--- src/rtl/dgas_pkg.sv ---
// ----------------------------------------------------------------------------
// dgas_pkg
// Types, codes and the per-arm loop pass of the dual gripper arm sequencer.
// ----------------------------------------------------------------------------
package dgas_pkg;

   localparam logic [7:0] SERVO_DELAY_RESET = 8'd40;

   localparam logic [2:0] ADDR_SERVO_DELAY = 3'd0;

   typedef enum logic [1:0] {
      CMD_NONE  = 2'd0,
      CMD_OPEN  = 2'd1,
      CMD_GRAB  = 2'd2,
      CMD_DROP  = 2'd3
   } cmd_type;

   localparam logic [1:0] DRV_STOP = 2'd0;
   localparam logic [1:0] DRV_FWD  = 2'd1;
   localparam logic [1:0] DRV_REV  = 2'd2;

   localparam logic [1:0] FIN_CLOSED = 2'd0;
   localparam logic [1:0] FIN_OPEN   = 2'd1;
   localparam logic [1:0] FIN_PULLED = 2'd2;
   localparam logic [1:0] FIN_FOLDED = 2'd3;

   localparam logic [3:0] PH_NUM_IDLE            = 4'd0;
   localparam logic [3:0] PH_NUM_OPEN_GRAB       = 4'd1;
   localparam logic [3:0] PH_NUM_ADVANCE         = 4'd2;
   localparam logic [3:0] PH_NUM_CLOSE           = 4'd3;
   localparam logic [3:0] PH_NUM_RETRACT_LOADED  = 4'd4;
   localparam logic [3:0] PH_NUM_STOW            = 4'd5;
   localparam logic [3:0] PH_NUM_OPEN_DROP       = 4'd6;
   localparam logic [3:0] PH_NUM_PUSH            = 4'd7;
   localparam logic [3:0] PH_NUM_RETRACT_EMPTY   = 4'd8;

   typedef enum logic [8:0] {
      PH_IDLE           = 9'b000000001,
      PH_OPEN_GRAB      = 9'b000000010,
      PH_ADVANCE        = 9'b000000100,
      PH_CLOSE          = 9'b000001000,
      PH_RETRACT_LOADED = 9'b000010000,
      PH_STOW           = 9'b000100000,
      PH_OPEN_DROP      = 9'b001000000,
      PH_PUSH           = 9'b010000000,
      PH_RETRACT_EMPTY  = 9'b100000000
   } phase_type;

   typedef struct packed {
      logic [1:0] command;
      logic       tick;
      logic       button_low;
      logic       left_front_pin;
      logic       left_rear_pin;
      logic       right_front_pin;
      logic       right_rear_pin;
   } req_type;

   typedef struct packed {
      logic [1:0] left_drive;
      logic [1:0] right_drive;
      logic [1:0] left_finger;
      logic [1:0] right_finger;
      logic [3:0] left_phase;
      logic [3:0] right_phase;
   } rsp_type;

   typedef struct packed {
      phase_type  phase;
      logic [7:0] wait_cnt;
      logic [1:0] drive;
      logic [1:0] finger;
   } arm_type;

   function automatic logic [3:0] phase_code(input phase_type ph);
      logic [3:0] code;
      unique case (ph)
         PH_IDLE:           code = PH_NUM_IDLE;
         PH_OPEN_GRAB:      code = PH_NUM_OPEN_GRAB;
         PH_ADVANCE:        code = PH_NUM_ADVANCE;
         PH_CLOSE:          code = PH_NUM_CLOSE;
         PH_RETRACT_LOADED: code = PH_NUM_RETRACT_LOADED;
         PH_STOW:           code = PH_NUM_STOW;
         PH_OPEN_DROP:      code = PH_NUM_OPEN_DROP;
         PH_PUSH:           code = PH_NUM_PUSH;
         PH_RETRACT_EMPTY:  code = PH_NUM_RETRACT_EMPTY;
         default:           code = PH_NUM_IDLE;
      endcase
      return code;
   endfunction

   function automatic arm_type arm_pass(
      input arm_type    arm,
      input logic [1:0] command,
      input logic       tick,
      input logic       button,
      input logic       front,
      input logic       rear,
      input logic [7:0] delay
   );
      arm_type a;
      a = arm;

      unique case (cmd_type'(command))
         CMD_OPEN: begin
            a.finger   = FIN_OPEN;
            a.wait_cnt = delay;
         end
         CMD_GRAB: begin
            a.phase = PH_OPEN_GRAB;
         end
         CMD_DROP: begin
            a.finger   = FIN_OPEN;
            a.wait_cnt = delay;
            a.phase    = PH_OPEN_DROP;
         end
         default: begin
         end
      endcase

      if (tick && (a.wait_cnt != 8'd0)) begin
         a.wait_cnt = a.wait_cnt - 8'd1;
      end

      if (button) begin
         a.finger   = FIN_OPEN;
         a.wait_cnt = delay;
         a.phase    = PH_OPEN_GRAB;
      end

      unique case (a.phase)
         PH_IDLE: begin
            a.drive = rear ? DRV_FWD : DRV_STOP;
         end
         PH_OPEN_GRAB: begin
            if (a.wait_cnt == 8'd0) a.phase = PH_ADVANCE;
         end
         PH_ADVANCE: begin
            a.drive = DRV_FWD;
            if (front) begin
               a.phase    = PH_CLOSE;
               a.wait_cnt = delay;
               a.finger   = FIN_PULLED;
            end
         end
         PH_CLOSE: begin
            a.drive = front ? DRV_REV : DRV_STOP;
            if (a.wait_cnt == 8'd0) a.phase = PH_RETRACT_LOADED;
         end
         PH_RETRACT_LOADED: begin
            a.drive = DRV_REV;
            if (rear) begin
               a.drive  = DRV_STOP;
               a.phase  = PH_STOW;
               a.finger = FIN_FOLDED;
            end
         end
         PH_STOW: begin
            a.phase = PH_IDLE;
         end
         PH_OPEN_DROP: begin
            if (a.wait_cnt == 8'd0) a.phase = PH_PUSH;
         end
         PH_PUSH: begin
            a.drive = DRV_FWD;
            if (front) a.phase = PH_RETRACT_EMPTY;
         end
         PH_RETRACT_EMPTY: begin
            a.drive = DRV_REV;
            if (rear) begin
               a.phase  = PH_IDLE;
               a.finger = FIN_CLOSED;
            end
         end
         default: begin
         end
      endcase
      return a;
   endfunction

endpackage

--- src/rtl/dual_gripper_arm_sequencer_unit.sv ---
// ----------------------------------------------------------------------------
// dual_gripper_arm_sequencer_unit
// Left and right gripper arm sequencers, one control loop pass per item.
// ----------------------------------------------------------------------------
// One item is one pass of the control loop: host command, centisecond tick,
// button override, then the right and left arm state machines. The block takes
// one item per clock cycle while the result queue can take a result; an item
// passes the input register, then the arm pass into a two-entry result queue,
// and the queue keeps items flowing while the result side stalls until it fills.
// The servo delay register (byte address 0, reset 40) sets the centiseconds
// waited after fingers open or are pulled; write it only while the block is idle.
module dual_gripper_arm_sequencer_unit (
   input  logic              clock,
   input  logic              reset,
   input  logic              req_valid,
   output logic              req_ready,
   input  dgas_pkg::req_type req_payload,
   output logic              rsp_valid,
   input  logic              rsp_ready,
   output dgas_pkg::rsp_type rsp_payload,
   input  logic              csr_psel,
   input  logic              csr_penable,
   input  logic              csr_pwrite,
   input  logic [2:0]        csr_paddr,
   input  logic [31:0]       csr_pwdata,
   output logic [31:0]       csr_prdata,
   output logic              csr_pready
);
   import dgas_pkg::*;

   logic [7:0] servo_delay_ff;
   logic [7:0] servo_delay_in;

   logic    in_valid_ff;
   logic    in_valid_in;
   req_type in_item_ff;

   arm_type left_ff;
   arm_type left_in;
   arm_type right_ff;
   arm_type right_in;

   rsp_type    res_ff [2];
   logic       wr_ptr_ff;
   logic       wr_ptr_in;
   logic       rd_ptr_ff;
   logic       rd_ptr_in;
   logic [1:0] count_ff;
   logic [1:0] count_in;

   logic    pop;
   logic    push;
   logic    csr_write;
   rsp_type result;

   assign csr_pready = 1'b1;
   assign csr_write  = csr_psel && csr_penable && csr_pwrite && csr_pready;
   assign csr_prdata = (csr_paddr == ADDR_SERVO_DELAY) ? {24'd0, servo_delay_ff} : 32'd0;

   assign servo_delay_in = (csr_write && (csr_paddr == ADDR_SERVO_DELAY))
                           ? csr_pwdata[7:0] : servo_delay_ff;

   assign rsp_valid   = (count_ff != 2'd0);
   assign rsp_payload = res_ff[rd_ptr_ff];
   assign pop         = rsp_valid && rsp_ready;
   assign push        = in_valid_ff && ((count_ff != 2'd2) || pop);
   assign req_ready   = !in_valid_ff || push;
   assign in_valid_in = (req_valid && req_ready) || (in_valid_ff && !push);

   always_comb begin
      right_in = right_ff;
      left_in  = left_ff;
      if (push) begin
         right_in = arm_pass(right_ff, in_item_ff.command, in_item_ff.tick,
                             !in_item_ff.button_low, !in_item_ff.right_front_pin,
                             in_item_ff.right_rear_pin, servo_delay_ff);
         left_in  = arm_pass(left_ff, in_item_ff.command, in_item_ff.tick,
                             !in_item_ff.button_low, !in_item_ff.left_front_pin,
                             in_item_ff.left_rear_pin, servo_delay_ff);
      end
   end

   always_comb begin
      result.left_drive   = left_in.drive;
      result.right_drive  = right_in.drive;
      result.left_finger  = left_in.finger;
      result.right_finger = right_in.finger;
      result.left_phase   = phase_code(left_in.phase);
      result.right_phase  = phase_code(right_in.phase);
   end

   assign wr_ptr_in = push ? !wr_ptr_ff : wr_ptr_ff;
   assign rd_ptr_in = pop ? !rd_ptr_ff : rd_ptr_ff;
   assign count_in  = count_ff + {1'b0, push} - {1'b0, pop};

   always_ff @(posedge clock) begin
      if (reset) begin
         servo_delay_ff <= SERVO_DELAY_RESET;
         in_valid_ff    <= 1'b0;
         left_ff        <= '{phase: PH_IDLE, wait_cnt: 8'd0, drive: DRV_STOP,
                             finger: FIN_CLOSED};
         right_ff       <= '{phase: PH_IDLE, wait_cnt: 8'd0, drive: DRV_STOP,
                             finger: FIN_CLOSED};
         wr_ptr_ff      <= 1'b0;
         rd_ptr_ff      <= 1'b0;
         count_ff       <= 2'd0;
      end else begin
         servo_delay_ff <= servo_delay_in;
         in_valid_ff    <= in_valid_in;
         left_ff        <= left_in;
         right_ff       <= right_in;
         wr_ptr_ff      <= wr_ptr_in;
         rd_ptr_ff      <= rd_ptr_in;
         count_ff       <= count_in;
      end
   end

   always_ff @(posedge clock) begin
      if (req_valid && req_ready) begin
         in_item_ff <= req_payload;
      end
      if (push) begin
         res_ff[wr_ptr_ff] <= result;
      end
   end

endmodule

--- config.mk ---
export PLATFORM = sky130hd
export DESIGN_NAME = dual_gripper_arm_sequencer_unit
export DESIGN_NICKNAME = d
export VERILOG_FILES = /design/src/rtl/dgas_pkg.sv /design/src/rtl/dual_gripper_arm_sequencer_unit.sv
export SDC_FILE = /design/constraint.sdc
export NUM_CORES = 1
export LEC_CHECK = 0
export CORE_MARGIN = 5
export CORE_UTILIZATION = 59
export DETAILED_ROUTE_END_ITERATION = 7
export DONT_BUFFER_PORTS = 1
export PLACE_DENSITY = 0.76
export SYNTH_ARGS = -nofsm -noshare
export SYNTH_HDL_FRONTEND = slang
export SYNTH_SLANG_ARGS = --single-unit
--- constraint.sdc ---
create_clock -name clock -period 3.8 [get_ports clock]
set_input_delay 0.19 -clock clock [delete_from_list [all_inputs] [get_ports clock]]
set_output_delay 0.19 -clock clock [all_outputs]
set_load 0.01 [all_outputs]
==> summary.md <==
| Metric | Value |
|---|---|
| Slew Limit Fails | `0` |
| Io pins | `101` |
| Clk sinks | `between 90 and 100` |
| Via count | `6386` |
| Area of placed instances | `7170 um2` |
| Vias in the first global route | `about 6000` |
| CP Data Arrival Time | `3.93 ns` |
| Hold WC Path Type | `input pin to register` |
| Slew of the pin with the lowest slew margin | `between 1 and 1.5 ns` |
| Starting Density | `roughly 60%` |
| Largest net degree at the start of global routing | `57` |
| EDFF count, synth | `40` |
| Port bufs | `0` |
| GRT Overall Usage | `roughly 28%` |
| Mean Syn Cell Area | `8.44 um2` |
| Mapped Area | `6780 um2` |
| Nets | `912` |
| Initial antenna violation count | `0` |
| Total inserted antenna cells | `0` |
| Most frequent cells in the layout | `nand2_1, buf_4, nor2_1, dfxtp_1, edfxtp_1` |
| GRT overflow | `0` |
| Clock group share of total power | `32.5%` |
| Placer congestion estimate | `0.923` |
| Worst-path maximum fanout | `14` |
| Sw Pwr | `926 uW` |
| Seq/Total Area, Yosys | `34.2%` |
| Clk Latency, worst-skew pair | `0.35 ns` |
| Share of layout cells above drive strength 1 | `a little over a fifth` |
| Post-route DRC | `0` |
| H-tree levels | `3` |
| Combinational share of power | `25.5%` |
| Min cycle time layout | `around 3.7 ns` |
| Flops & latches, synth | `96` |
| Setup Viol. Count Final | `0` |
| Hold slack | `0.0953 ns` |
| PwrDens | `~370 nW/um2` |
| Max stage delay on crit path | `roughly 0.5 ns` |
| Die height | `117 um` |
| Internal | `2.02 mW` |
| Mapped Cells | `803` |
| CP max-delay cell | `or4b_4` |
| DR iter-0 viols | `474` |
| Die area | `13700 um2` |
| Max_cap viols | `0` |
| Sw Ratio | `31.5%` |
| Vias per inst | `6.35` |
| Tcrit/Tclk final | `98.0%` |
| Ys Warns | `0` |
| Layout Cell Area excl Fill | `7980 um2` |
| CTS Buf Count | `9` |
| Slew HR | `30.3%` |
| Seq pwr share | `42.1%` |
| Worst setup EP type | `register` |
| Routed wire length | `19.7 mm` |
| Area growth, synth to finish | `17.7%` |
| CTS clk-pin slew, worst paths | `approximately 0.07 ns` |
| Core Footprint | `about 11000 um2` |
| Die X | `approximately 120 um` |
| DP HPWL | `14.4 mm` |
| Final Skew | `a little under 0.008 ns` |
| First-pass GRT wire length | `30.6 mm` |
| CTS Buffer Depth | `2` |
| FMAX | `269 MHz` |
| Worst IR Drop VDD | `0.000342 V` |
| Main synth FF type | `dfxtp_1` |
| Worst setup path category | `register to register` |
| Avg WL per Cell | `19.5 um` |
| Synth cell types | `89` |
| Status | `complete, no violations` |
| Final Hold Viols | `0` |
| Worst path required time | `4.00 ns` |
| Root Driver | `clkbuf_16` |
| Most common cell after layout, fill and taps aside | `nand2_1` |
| FP Rows | `39` |
| CP Launch Type | `register` |
| Final ANT Viol Nets | `0` |
| Leak pwr | `3.06 nW` |
| Asr flop ratio synth | `0%` |
| Router iterations before antenna repair | `5` |
| CTS tree | `done` |
| CP Cell Sequence | `buf_6 -> buf_4 -> nor3_4 -> o22a_1 -> nand3_1 -> mux2i_1 -> a221o_1 -> or4b_4 -> buf_6 -> buf_4 -> o31ai_4 -> a21o_4 -> or4b_1 -> a21oi_2` |
## cell type report
type | count | area, um2
multi-input combinational | 632 | 4240
clock inverter | 6 | 73.8
timing repair buffer | 102 | 860
sequential | 96 | 2320
clock buffer | 10 | 239
tap | 143 | 179
inverter | 17 | 63.8
fill | 890 | 3340
## power by group through the flow
stage,Combinational [mW],Sequential (mW),Clock (mW)
global placement,0.649,1.26,0
finish,0.749,1.24,0.955
floorplan,0.553,1.21,0
detailed placement,0.661,1.26,0
global route,0.814,1.25,1.00
CTS,0.695,1.24,0.965
## synth_stat cells, drive strengths merged (11+ instances only)
| cell | count | area [um2] |
|---|---|---|
| buf | 45 | 312 |
| mux2i | 17 | 170 |
| nor2b | 26 | 163 |
| inv | 17 | 63.8 |
| nand3 | 19 | 95.1 |
| a211oi | 19 | 148 |
| o21ai | 39 | 195 |
| mux2 | 22 | 251 |
| a21oi | 44 | 228 |
| nor3 | 33 | 185 |
| and2 | 16 | 100 |
| nor3b | 11 | 120 |
| nor4 | 12 | 75.1 |
| nand2b | 15 | 93.8 |
| clkbuf | 36 | 135 |
| nor2 | 77 | 292 |
| nand2 | 80 | 300 |
| edfxtp | 40 | 1200 |
| dfxtp | 56 | 1120 |
## path summary, 6_finish.rpt
path                                               from                      to  slack, ns  cells past startpoint
worst min-delay path                          rsp_ready  rd_ptr_ff$_SDFFE_PP0P_        0.1                      3
worst min register to register   rd_ptr_ff$_SDFFE_PP0P_  rd_ptr_ff$_SDFFE_PP0P_       0.53                      2
worst max-delay path            in_item_ff[6]$_DFFE_PP_  res_ff[1][6]$_DFFE_PP_       0.08                     14
worst max register to register  in_item_ff[6]$_DFFE_PP_  res_ff[1][6]$_DFFE_PP_       0.08                     14
## worst max-delay path: cells and delay by family, from the launching register on
family	cells	cell delay [ns]
multiplexers	1	0.15
AO/OA/AOI/OAI	5	1.13
buffers and inverters	4	0.63
AND/OR/NAND/NOR	4	1.28
flip-flops	1	0.38
## routing by layer
layer  vias up  global-route usage [%]  share of wire, %
met5         -                       0                 0
met4         0                    12.5               2.5
met3        40                    3.34               6.0
met2       258                    48.5                50
met1      3062                    36.4                42
li1       3026                       -                 -
## logic make-up after synthesis
logic type               share of synthesized area (%)
AO/OA/AOI/OAI                                     21.7
XOR/XNOR                                          1.94
adder cells (fa/ha/maj)                          0.738
buffers and inverters                             7.53
flip-flops                                        34.2
multiplexers                                      6.22
other                                            0.111
AND/OR/NAND/NOR                                   27.5
## state kept, by name, indices dropped and copies added, names as in the netlist, named ones only
name and cells:
res_ff 32, rd_ptr_ff 1, in_valid_ff 1, in_item_ff 8, servo_delay_ff 8, count_ff 2
right_ff 21, left_ff 21, wr_ptr_ff 1
## through the flow
step | worst slack, ns | power (mW) | util [%] | std cells | setup TNS [ns]
after floorplan | 0.0212 | 1.76 | - | 826 | 0
after global routing | -0.0518 | 3.06 | 70.5 | 1006 | -0.369
after CTS | 0.0108 | 2.90 | 67.9 | 996 | 0
after detailed placement | -0.0250 | 1.92 | 63.3 | 962 | -0.0500
final | 0.0760 | 2.94 | 70.5 | 1006 | 0
after global placement | 0.0903 | 1.90 | 63.3 | 962 | 0
## timing repair
| item | 4_1_cts | 5_1_grt |
|---|---|---|
| pin swaps | 0 | 21 |
| hold endpoints to repair | 64 | 0 |
| setup endpoints to repair | 2 | 16 |
| resized for setup | 2 | 45 |
| hold buffers | 18 | 0 |
| buffers inserted | 0 | 10 |
| gates cloned | 0 | 0 |
Power figures use the tool's default switching activity.
